--- src/design/asa_pkg.sv ---
// asa_pkg: field widths, register indexes and shared types of the ADC scan averager.
// No dependencies; imported by every module of the block.
`timescale 1ns / 1ps

package asa_pkg;

   // Payload and state widths
   localparam int SAMPLE_W  = 10;
   localparam int CHAN_W    = 3;
   localparam int AVG_W     = 10;
   localparam int SPA_W     = 8;
   localparam int MASK_W    = 8;
   localparam int SUM_W     = 18;
   localparam int DIV_CNT_W = $clog2(SUM_W);

   // Configuration port
   localparam int CSR_IDX_W  = 2;
   localparam int CSR_DATA_W = 8;

   localparam logic [CSR_IDX_W-1:0] REG_CHANNEL_MASK    = 2'd0;
   localparam logic [CSR_IDX_W-1:0] REG_SAMPLES_PER_AVG = 2'd1;

   // Reset values of the configuration registers
   localparam logic [MASK_W-1:0] MASK_RESET = 8'd1;
   localparam logic [SPA_W-1:0]  SPA_RESET  = 8'd1;

   // Largest average reported
   localparam logic [AVG_W-1:0] AVG_MAX = 10'd1022;

   // Divider start request
   typedef struct packed {
      logic             start;
      logic [SUM_W-1:0] dividend;
      logic [SPA_W-1:0] divisor;
   } div_req_type;

   // Divider completion
   typedef struct packed {
      logic             done;
      logic [SUM_W-1:0] quotient;
   } div_rsp_type;

endpackage

--- src/design/asa_divider.sv ---
// asa_divider: restoring divider, one quotient bit per clock.
// Depends on asa_pkg for widths and the request/response structs.
`timescale 1ns / 1ps

module asa_divider (
   input  logic                clock,
   input  logic                reset,
   input  asa_pkg::div_req_type div_req,
   output asa_pkg::div_rsp_type div_rsp
);
   import asa_pkg::*;

   logic                 busy_ff, busy_in;
   logic                 done_ff, done_in;
   logic [DIV_CNT_W-1:0] cnt_ff, cnt_in;
   logic [SUM_W-1:0]     dvd_ff, dvd_in;
   logic [SPA_W-1:0]     rem_ff, rem_in;
   logic [SPA_W-1:0]     dsr_ff, dsr_in;

   logic [SPA_W:0]       shifted;
   logic [SPA_W:0]       diff;
   logic                 fits;

   // Shift in the next dividend bit and try the subtraction
   assign shifted = {rem_ff, dvd_ff[SUM_W-1]};
   assign diff    = shifted - {1'b0, dsr_ff};
   assign fits    = (shifted >= {1'b0, dsr_ff});

   always_comb begin
      busy_in = busy_ff;
      done_in = 1'b0;
      cnt_in  = cnt_ff;
      dvd_in  = dvd_ff;
      rem_in  = rem_ff;
      dsr_in  = dsr_ff;
      if (div_req.start) begin
         // load operands and clear the partial remainder
         busy_in = 1'b1;
         cnt_in  = '0;
         dvd_in  = div_req.dividend;
         rem_in  = '0;
         dsr_in  = div_req.divisor;
      end else if (busy_ff) begin
         // one restoring step; the quotient bit enters at the bottom
         dvd_in = {dvd_ff[SUM_W-2:0], fits};
         rem_in = fits ? diff[SPA_W-1:0] : shifted[SPA_W-1:0];
         cnt_in = cnt_ff + 1'b1;
         if (cnt_ff == DIV_CNT_W'(SUM_W - 1)) begin
            busy_in = 1'b0;
            done_in = 1'b1;
         end
      end
   end

   always_ff @(posedge clock) begin
      if (reset) begin
         busy_ff <= 1'b0;
         done_ff <= 1'b0;
         cnt_ff  <= '0;
      end else begin
         busy_ff <= busy_in;
         done_ff <= done_in;
         cnt_ff  <= cnt_in;
      end
      dvd_ff <= dvd_in;
      rem_ff <= rem_in;
      dsr_ff <= dsr_in;
   end

   assign div_rsp.done     = done_ff;
   assign div_rsp.quotient = dvd_ff;

endmodule

--- src/design/adc_scan_averager_top.sv ---
// adc_scan_averager_top: per-channel sample accumulation, averaging and scan stepping.
// Depends on asa_pkg and asa_divider.
`timescale 1ns / 1ps

// Each req transaction carries one conversion of the active channel. While fewer than
// samples_per_average samples are summed, the sample (less one, floored at zero) is added to
// the running sum and the block stays idle. The following conversion is discarded and closes
// the average: it starts an 18-step bit-serial divider, rsp_valid rises once the divider
// reports done, and req_ready stays low meanwhile. A closing conversion is also held off
// while an earlier result has not been taken. The result carries the channel, the truncated
// average (capped at 1022, zero when samples_per_average is zero) and the next enabled
// channel in cyclic order, which becomes active. Configuration writes take effect at once and
// leave sum, count and channel alone.
module adc_scan_averager_top #(
   parameter int NUM_CHANNELS = 8
) (
   input  logic                            clock,
   input  logic                            reset,
   input  logic                            req_valid,
   output logic                            req_ready,
   input  logic [asa_pkg::SAMPLE_W-1:0]    req_sample,
   output logic                            rsp_valid,
   input  logic                            rsp_ready,
   output logic [asa_pkg::CHAN_W-1:0]      rsp_channel,
   output logic [asa_pkg::AVG_W-1:0]       rsp_average,
   output logic [asa_pkg::CHAN_W-1:0]      rsp_next_channel,
   input  logic                            csr_write_en,
   input  logic [asa_pkg::CSR_IDX_W-1:0]   csr_index,
   input  logic [asa_pkg::CSR_DATA_W-1:0]  csr_wdata
);
   import asa_pkg::*;

   localparam int CH_W   = (NUM_CHANNELS > 1) ? $clog2(NUM_CHANNELS) : 1;
   localparam int SW     = CH_W + 1;
   localparam int CAND_W = (SW > 4) ? SW : 4;

   typedef enum logic {
      ST_IDLE,
      ST_DIVIDE
   } state_type;

   state_type          state_ff, state_in;
   logic [MASK_W-1:0]  mask_ff, mask_in;
   logic [SPA_W-1:0]   spa_ff, spa_in;
   logic [SPA_W-1:0]   count_ff, count_in;
   logic [SUM_W-1:0]   sum_ff, sum_in;
   logic [CHAN_W-1:0]  active_ff, active_in;
   logic               rsp_valid_ff, rsp_valid_in;
   logic [CHAN_W-1:0]  rsp_channel_ff, rsp_channel_in;
   logic [AVG_W-1:0]   rsp_average_ff, rsp_average_in;
   logic [CHAN_W-1:0]  rsp_next_ff, rsp_next_in;

   logic               close_now;
   logic               accept;
   logic [SAMPLE_W-1:0] corr;
   logic [CHAN_W-1:0]  next_chan;
   logic [AVG_W-1:0]   avg_sat;

   div_req_type        div_req;
   div_rsp_type        div_rsp;

   // Handshake: a closing conversion needs the result register free
   assign close_now = (count_ff >= spa_ff);
   assign req_ready = (state_ff == ST_IDLE) && (!close_now || !rsp_valid_ff);
   assign accept    = req_valid && req_ready;

   // Offset correction, floored at zero
   assign corr = (req_sample == '0) ? '0 : req_sample - 1'b1;

   // Search the next enabled channel after the active one, wrapping; stay if none
   always_comb begin
      logic [CAND_W-1:0] cur;
      logic [CAND_W-1:0] cand;
      next_chan = active_ff;
      cur       = CAND_W'(active_ff);
      for (int k = NUM_CHANNELS - 1; k >= 1; k--) begin
         cand = cur + CAND_W'(k);
         if (cand >= CAND_W'(NUM_CHANNELS)) begin
            cand = cand - CAND_W'(NUM_CHANNELS);
         end
         if ((cand < CAND_W'(MASK_W)) && mask_ff[cand[2:0]]) begin
            next_chan = cand[CHAN_W-1:0];
         end
      end
   end

   // Divider launch and result saturation
   assign div_req.start    = accept && close_now;
   assign div_req.dividend = sum_ff;
   assign div_req.divisor  = spa_ff;

   assign avg_sat = (spa_ff == '0) ? '0 :
                    (div_rsp.quotient > SUM_W'(AVG_MAX)) ? AVG_MAX :
                    div_rsp.quotient[AVG_W-1:0];

   always_comb begin
      state_in       = state_ff;
      mask_in        = mask_ff;
      spa_in         = spa_ff;
      count_in       = count_ff;
      sum_in         = sum_ff;
      active_in      = active_ff;
      rsp_valid_in   = rsp_valid_ff;
      rsp_channel_in = rsp_channel_ff;
      rsp_average_in = rsp_average_ff;
      rsp_next_in    = rsp_next_ff;

      // Configuration writes; unknown indexes drop
      if (csr_write_en) begin
         case (csr_index)
            REG_CHANNEL_MASK:    mask_in = csr_wdata[MASK_W-1:0];
            REG_SAMPLES_PER_AVG: spa_in  = csr_wdata[SPA_W-1:0];
            default: ;
         endcase
      end

      // Release the result once taken
      if (rsp_valid_ff && rsp_ready) begin
         rsp_valid_in = 1'b0;
      end

      case (state_ff)
         ST_IDLE: begin
            if (accept) begin
               if (close_now) begin
                  // discard the sample, advance the channel, start the divide
                  rsp_channel_in = active_ff;
                  rsp_next_in    = next_chan;
                  active_in      = next_chan;
                  count_in       = '0;
                  sum_in         = '0;
                  state_in       = ST_DIVIDE;
               end else begin
                  count_in = count_ff + 1'b1;
                  sum_in   = sum_ff + SUM_W'(corr);
               end
            end
         end
         ST_DIVIDE: begin
            // hold until the quotient is ready, then present the result
            if (div_rsp.done) begin
               rsp_average_in = avg_sat;
               rsp_valid_in   = 1'b1;
               state_in       = ST_IDLE;
            end
         end
         default: state_in = ST_IDLE;
      endcase
   end

   always_ff @(posedge clock) begin
      if (reset) begin
         state_ff     <= ST_IDLE;
         mask_ff      <= MASK_RESET;
         spa_ff       <= SPA_RESET;
         count_ff     <= '0;
         sum_ff       <= '0;
         active_ff    <= '0;
         rsp_valid_ff <= 1'b0;
      end else begin
         state_ff     <= state_in;
         mask_ff      <= mask_in;
         spa_ff       <= spa_in;
         count_ff     <= count_in;
         sum_ff       <= sum_in;
         active_ff    <= active_in;
         rsp_valid_ff <= rsp_valid_in;
      end
      rsp_channel_ff <= rsp_channel_in;
      rsp_average_ff <= rsp_average_in;
      rsp_next_ff    <= rsp_next_in;
   end

   asa_divider u_divider (
      .clock   (clock),
      .reset   (reset),
      .div_req (div_req),
      .div_rsp (div_rsp)
   );

   assign rsp_valid        = rsp_valid_ff;
   assign rsp_channel      = rsp_channel_ff;
   assign rsp_average      = rsp_average_ff;
   assign rsp_next_channel = rsp_next_ff;

endmodule

--- config.mk ---
export PLATFORM = sky130hd
export DESIGN_NAME = adc_scan_averager_top
export DESIGN_NICKNAME = d
export VERILOG_FILES = /design/src/design/asa_pkg.sv /design/src/design/asa_divider.sv /design/src/design/adc_scan_averager_top.sv
export SDC_FILE = /design/constraint.sdc
export NUM_CORES = 1
export LEC_CHECK = 0
export BUFFER_PORTS_ARGS = -buffer_cell sky130_fd_sc_hd__clkbuf_2
export CAP_MARGIN = 30
export CORE_MARGIN = 2
export CORE_UTILIZATION = 57
export CTS_BUF_LIST = sky130_fd_sc_hd__clkbuf_2 sky130_fd_sc_hd__clkbuf_4 sky130_fd_sc_hd__clkbuf_8
export CTS_CLUSTER_SIZE = 40
export DETAILED_ROUTE_END_ITERATION = 12
export GPL_ROUTABILITY_DRIVEN = 0
export PLACE_DENSITY_LB_ADDON = 0.2
export SYNTH_ARGS = -nofsm -noshare
export SYNTH_HDL_FRONTEND = slang
export SYNTH_SLANG_ARGS = --single-unit
--- constraint.sdc ---
create_clock -name clock -period 3.45 [get_ports clock]
set_input_delay 0.345 -clock clock [delete_from_list [all_inputs] [get_ports clock]]
set_output_delay 0.345 -clock clock [all_outputs]
set_load 0.03 [all_outputs]
==> Yosys cells after proc, flatten, opt, wreduce, memory -nomap -nowiden <==
Index checks and enable logic that the tools add are counted.
{ "classes": {"add_sub_neg": 19, "magnitude_cmp": 24, "eq_ne": 2, "muxes": 46, "bitwise_logic": 2, "n_reduce_logical": 26} }
{ "ops": {"columns": ["cell", "count"], "rows": [
  ["2-to-1 mux 18 bit", 3],
  [">= comparator 4 bit (second input constant)", 7],
  ["< comparator 3 x 4 -> 1 bit (second input constant)", 7],
  ["< comparator 4 bit (second input constant)", 7],
  ["2-to-1 mux 4 bit", 7],
  ["subtractor 4 bit (second input constant)", 7],
  ["binary-select mux 1 bit (select 3 bit)", 7],
  ["2-to-1 mux 3 bit", 7],
  ["2-to-1 mux 10 bit", 2],
  ["adder 18 x 10 -> 18 bit", 1],
  ["> comparator 18 x 10 -> 1 bit (second input constant)", 1],
  ["2-to-1 mux 1 bit", 17],
  ["adder 3 x 3 -> 4 bit (second input constant)", 4],
  ["2-to-1 mux 8 bit", 2],
  ["logical AND 1 bit", 11],
  ["logical NOT 10 bit", 1],
  ["subtractor 10 x 1 -> 10 bit (second input constant)", 1],
  [">= comparator 9 x 8 -> 1 bit", 1],
  ["adder 3 x 2 -> 4 bit (second input constant)", 2],
  ["adder 8 x 1 -> 8 bit (second input constant)", 1],
  [">= comparator 8 bit", 1],
  ["logical NOT 8 bit", 1],
  ["AND reduction 2 bit", 4],
  ["subtractor 8 bit", 1],
  ["other kinds (13)", 16]
]} }
{ "totals": {"ff_bits": 104, "output_inout_bits": 18, "word_cells": 136} }

==> Longest topological paths before layout <==
{ "logic_depth": {"word_depth": 13, "depth_mapped": 15, "mapped_depth_nobuf": 15} }

==> Modules after synthesis <==
Synthesis repeated with hierarchy kept, for this count alone.
{ "hier_totals": {"cells_unflattened": 628, "hier_area_um2": 6247.2} }
{ "modules_own_cells": {"columns": ["mod", "n_inst", "cells_per_inst", "area_each_um2", "seq_area_each_um2"], "rows": [
  ["adc_scan_averager_top", 1, 455, 4196.5, 1421.4],
  ["asa_divider", 1, 173, 2050.7, 1081.0]
]} }

==> Least setup slack after synthesis <==
Ideal clock, no wire load.
{ "synth_path": {"kind": "in2reg", "from": "input req_sample[5] in the netlist's numbering", "to": "register sum_ff[15]", "setup_ns": 0.101, "t_arrival_ns": 3.594, "t_required_ns": 3.349, "slack_ns": -0.245, "path_stages": 13, "cell_sequence": "or4_1 > or3_1 > nor4_2 > or2_2 > inv_1 > ha_1 > a21o_1 > a21oi_1 > o21ai_0 > and3_1 > nor3_1 > o311ai_0 > o41ai_1"} }
{ "synth_via": {"elab_chain_len": 4, "elab_cells_between_ends": 5, "classes_between": "add/sub (2); mux (2); reduce/logical (1)"} }
{ "synth_lines": {"columns": ["element", "line", "rtl"], "rows": [
  ["start, declared", "adc_scan_averager_top.sv:21", "input logic [asa_pkg::SAMPLE_W-1:0] req_sample,"],
  ["subtractor 10 x 1 -> 10 bit / logical NOT 10 bit (equally long branches)", "adc_scan_averager_top.sv:68", "assign corr = (req_sample == '0) ? '0 : req_sample - 1'b1;"],
  ["2-to-1 mux 10 bit (*)", "adc_scan_averager_top.sv:68", null],
  ["adder 18 x 10 -> 18 bit (*)", "adc_scan_averager_top.sv:135", "sum_in = sum_ff + SUM_W'(corr);"],
  ["2-to-1 mux 18 bit (*)", "adc_scan_averager_top.sv:125", "if (close_now) begin"],
  ["end signal, assigned", "adc_scan_averager_top.sv:165", "sum_ff <= sum_in;"],
  ["end, declared", "adc_scan_averager_top.sv:46", "logic [SUM_W-1:0] sum_ff, sum_in;"]
]} }
Every way passes the cells marked *; elsewhere a longest branch is shown, timed or not.
A chain may end at the register's enable or synchronous reset.

==> Worst setup path after layout <==
{ "layout_path": {"from": "input req_sample[2] in the netlist's numbering", "to": "register sum_ff[17]"} }
The elaborated chain is that of the path after synthesis.

==> run_results.csv <==
group,metric,value,unit
status,outcome,"completed",
global_route,grt_pass1_wl,22900,um
clocking,htreeDepth,3,
placed_design,pre_cts_slack,-302,ps
sta,rsz0062_at_grt,"no",
cells_and_area,n_antenna_cell,0,
synthesis,synth_edf_count,42,
detailed_routing,ant_nets,0,
clocking,cts-root-buf,"clkbuf_8",
sta,hold_slack,227,ps
global_route,grt_pass1_vias,4870,
clocking,hold_buffers,0,
synthesis,syn-cell-area,0.00611,mm2
clocking,cts.sinks,104,
placed_design,io_buffer_count,42,
cells_and_area,fill_cells,846,
sta,finalCriticalPeriod,3280,ps
detailed_routing,wirelength,13600,um
flow_run,max_cap_viol_count,0,
floorplanning,num_io_pins,43,
sta,max_slew_margin,45.8,%
min_path,holdCritPathClass,"input pin to flop",
sta,final-setup-viol-count,0,
floorplanning,die-area,0.0116,mm2
floorplanning,core,0.0104,mm2
setup_path,worstPathArrival,3590,ps
clocking,cts_tree,"done",
power_and_ir_drop,peakVddDrop,0.339,mV
synthesis,seq_area_frac_synth,41.0,%
setup_path,worst-path-max-fanout,8,
cells_and_area,fin_util,66.3,%
floorplanning,fp-row-count,37,
clocking,numCtsBuffers,9,
cells_and_area,nNetsFinal,774,
synthesis,ys_types,71,
synthesis,synth_top_area_cell,"edfxtp_1",
synthesis,syn_avg_cell_area,9.40,um2
sta,maxSlewViolCount,0,
synthesis,ys_seq_elements,104,
clocking,clk_pin_slew,110,ps
synthesis,synth_fp_nets,710,
sta,hold_viol,0,
synthesis,synthCells,650,
power_and_ir_drop,powerDensity,549,mW/mm2
clocking,worstSkewPairLatency,380,ps
sta,worstMarginPinSlew,805,ps
cells_and_area,area_growth,12.5,%
synthesis,synth_top_area_share,20.6,%
clocking,cts_setup_buffers,0,
floorplanning,dieWidth,108,um
detailed_routing,vias,5057,
sta,fmax,305,MHz
setup_path,critPathCaptureType,"flop",
clocking,ctsResizeCount,0,
floorplanning,start_util,58.9,%
synthesis,synth_warnings,0,
synthesis,synth_flop_cell,"dfxtp_1",
detailed_routing,drc,0,
power_and_ir_drop,p_leak,2.81,nW
detailed_routing,wire_per_inst,16.0,um
global_route,grt-ovfl-total,0,
setup_path,cp.required,3760,ps
placed_design,dpl.hpwl,10300,um
setup_path,worstSetupPathType,"input pin to flop",
synthesis,async_flop_share,0,%
global_route,grt_max_degree,32,
cells_and_area,drive_gt1_share,18.4,%
synthesis,yosys-top-cells-count,"93 x nand2_1, 62 x dfxtp_1, 56 x nor2_1",
sta,final.setup.worst_slack,166,ps
detailed_routing,vias_per_cell,5.91,
global_route,grt_usage,25.0,%
clocking,max-clock-path-buffers,2,
synthesis,ys_top_cells_by_area,"edfxtp_1 21%, dfxtp_1 20%, ha_1 6.8%, nand2_1 5.7%, mux4_2 4.4%",
detailed_routing,drt_iter0_markers,402,
floorplanning,die_h,108,um
sta,post-route-period-util,95.2,%
detailed_routing,drt_first_pass_iters,7,
sta,skew,18.4,ps
synthesis,yosysMostFrequentCell,"nand2_1",
global_route,antenna_found_initial,0,
setup_path,cp-start-kind,"input pin",
registers in the layout (all words and copies together) (netlist names):
signal	count
rsp_valid	1
active_ff	3
u_divider.cnt_ff	5
rsp_channel	3
mask_ff	8
spa_ff	8
u_divider.rem_ff	8
u_divider.dvd_ff	18
rsp_next_channel	3
state_ff	1
u_divider.done_ff	1
rsp_average	10
count_ff	8
u_divider.busy_ff	1
sum_ff	18
u_divider.dsr_ff	8
worst max-delay path, cell delays in order:
cell and delay, ps:
clkbuf_2 90, or4_4 530, or3_4 400, buf_4 150, or4_1 420, a21o_1 210, ha_1 290, and3_1 150
and3_4 190, nor3_2 40, buf_4 150, or4_1 460, a21oi_1 150
routing by layer:
layer / track usage [%] / routed length (um) / vias to the layer above / part of all wire [%]
li1: - / - / 2485 / -
met1: 33.2 / 6260 / 2414 / 46
met2: 41.5 / 6570 / 142 / 48
met3: 3.15 / 577 / 16 / 4.2
met4: 9.71 / 230 / 0 / 1.7
met5: 0 / 0 / - / 0
per-stage QoR:
| stage | power, W | instance area, um2 | setup TNS (ps) | instances |
|---|---|---|---|---|
| 4_1_cts | 0.00378 | 6870 | 0 | 855 |
| 3_5_place_dp | 0.00307 | 6690 | -2270 | 839 |
| 3_3_place_gp | 0.00300 | 6690 | -1370 | 839 |
| 2_1_floorplan | 0.00265 | 6150 | -70.7 | 650 |
| 6_report | 0.00377 | 6870 | 0 | 855 |
| 5_1_grt | 0.00400 | 6870 | 0 | 855 |
cells in the final DEF, fill, tap and decap left out, drive strengths merged, types with 3 or more instances in the layout:
cell type	n
a31oi	5
a211oi	6
mux4	12
ha	33
o211ai	5
nor4	7
buf	34
nor3b	3
a21boi	4
nand4	6
clkinv	3
o2111ai	3
a21oi	29
mux2	3
nand2	93
or2	4
o21a	18
or4	10
nand2b	7
edfxtp	42
a211o	5
or3	6
xnor2	17
o31ai	4
nor2	56
dfxtp	62
and3	8
clkbuf	53
inv	42
nand3	18
a21o	8
o21ai	32
nor3	9
mux2i	22
nor2b	7
xor2	9
cells by family after synthesis:
kind of cell,after synthesis,synth area share [%]
buf+inv,64,4.14
mux,37,8.58
fa+ha+maj,35,7.41
xor+xnor,26,3.73
compound gates,144,16.6
simple gates,240,18.6
flops,104,41.0
report_power, final:
part | internal [W] | switching [W]
combinational | 0.000590 | 0.000801
sequential | 0.00151 | 0.000152
clock | 0.000296 | 0.000424
total | 0.00239 | 0.00138
worst paths after layout:
path	start	to	slack, ps	cells after the start
worst max-delay path	req_sample[2]	sum_ff[17]	170	13
worst min-delay path	csr_wdata[0]	mask_ff[0]	230	3
worst max register to register	active_ff[0]	active_ff[1]	500	9
worst min register to register	sum_ff[4]	sum_ff[4]	480	2
cell type report:
cell class	instances	area [um2]	area share, %
Timing Repair Buffer	76	465	6.77
Inverter	41	154	2.24
Tap cell	136	170	2.48
Sequential cell	104	2500	36.4
Clock inverter	5	38.8	0.564
Multi-Input combinational cell	482	3400	49.4
Clock buffer	11	145	2.11
Note: power is estimated with default switching activity, not from simulation.
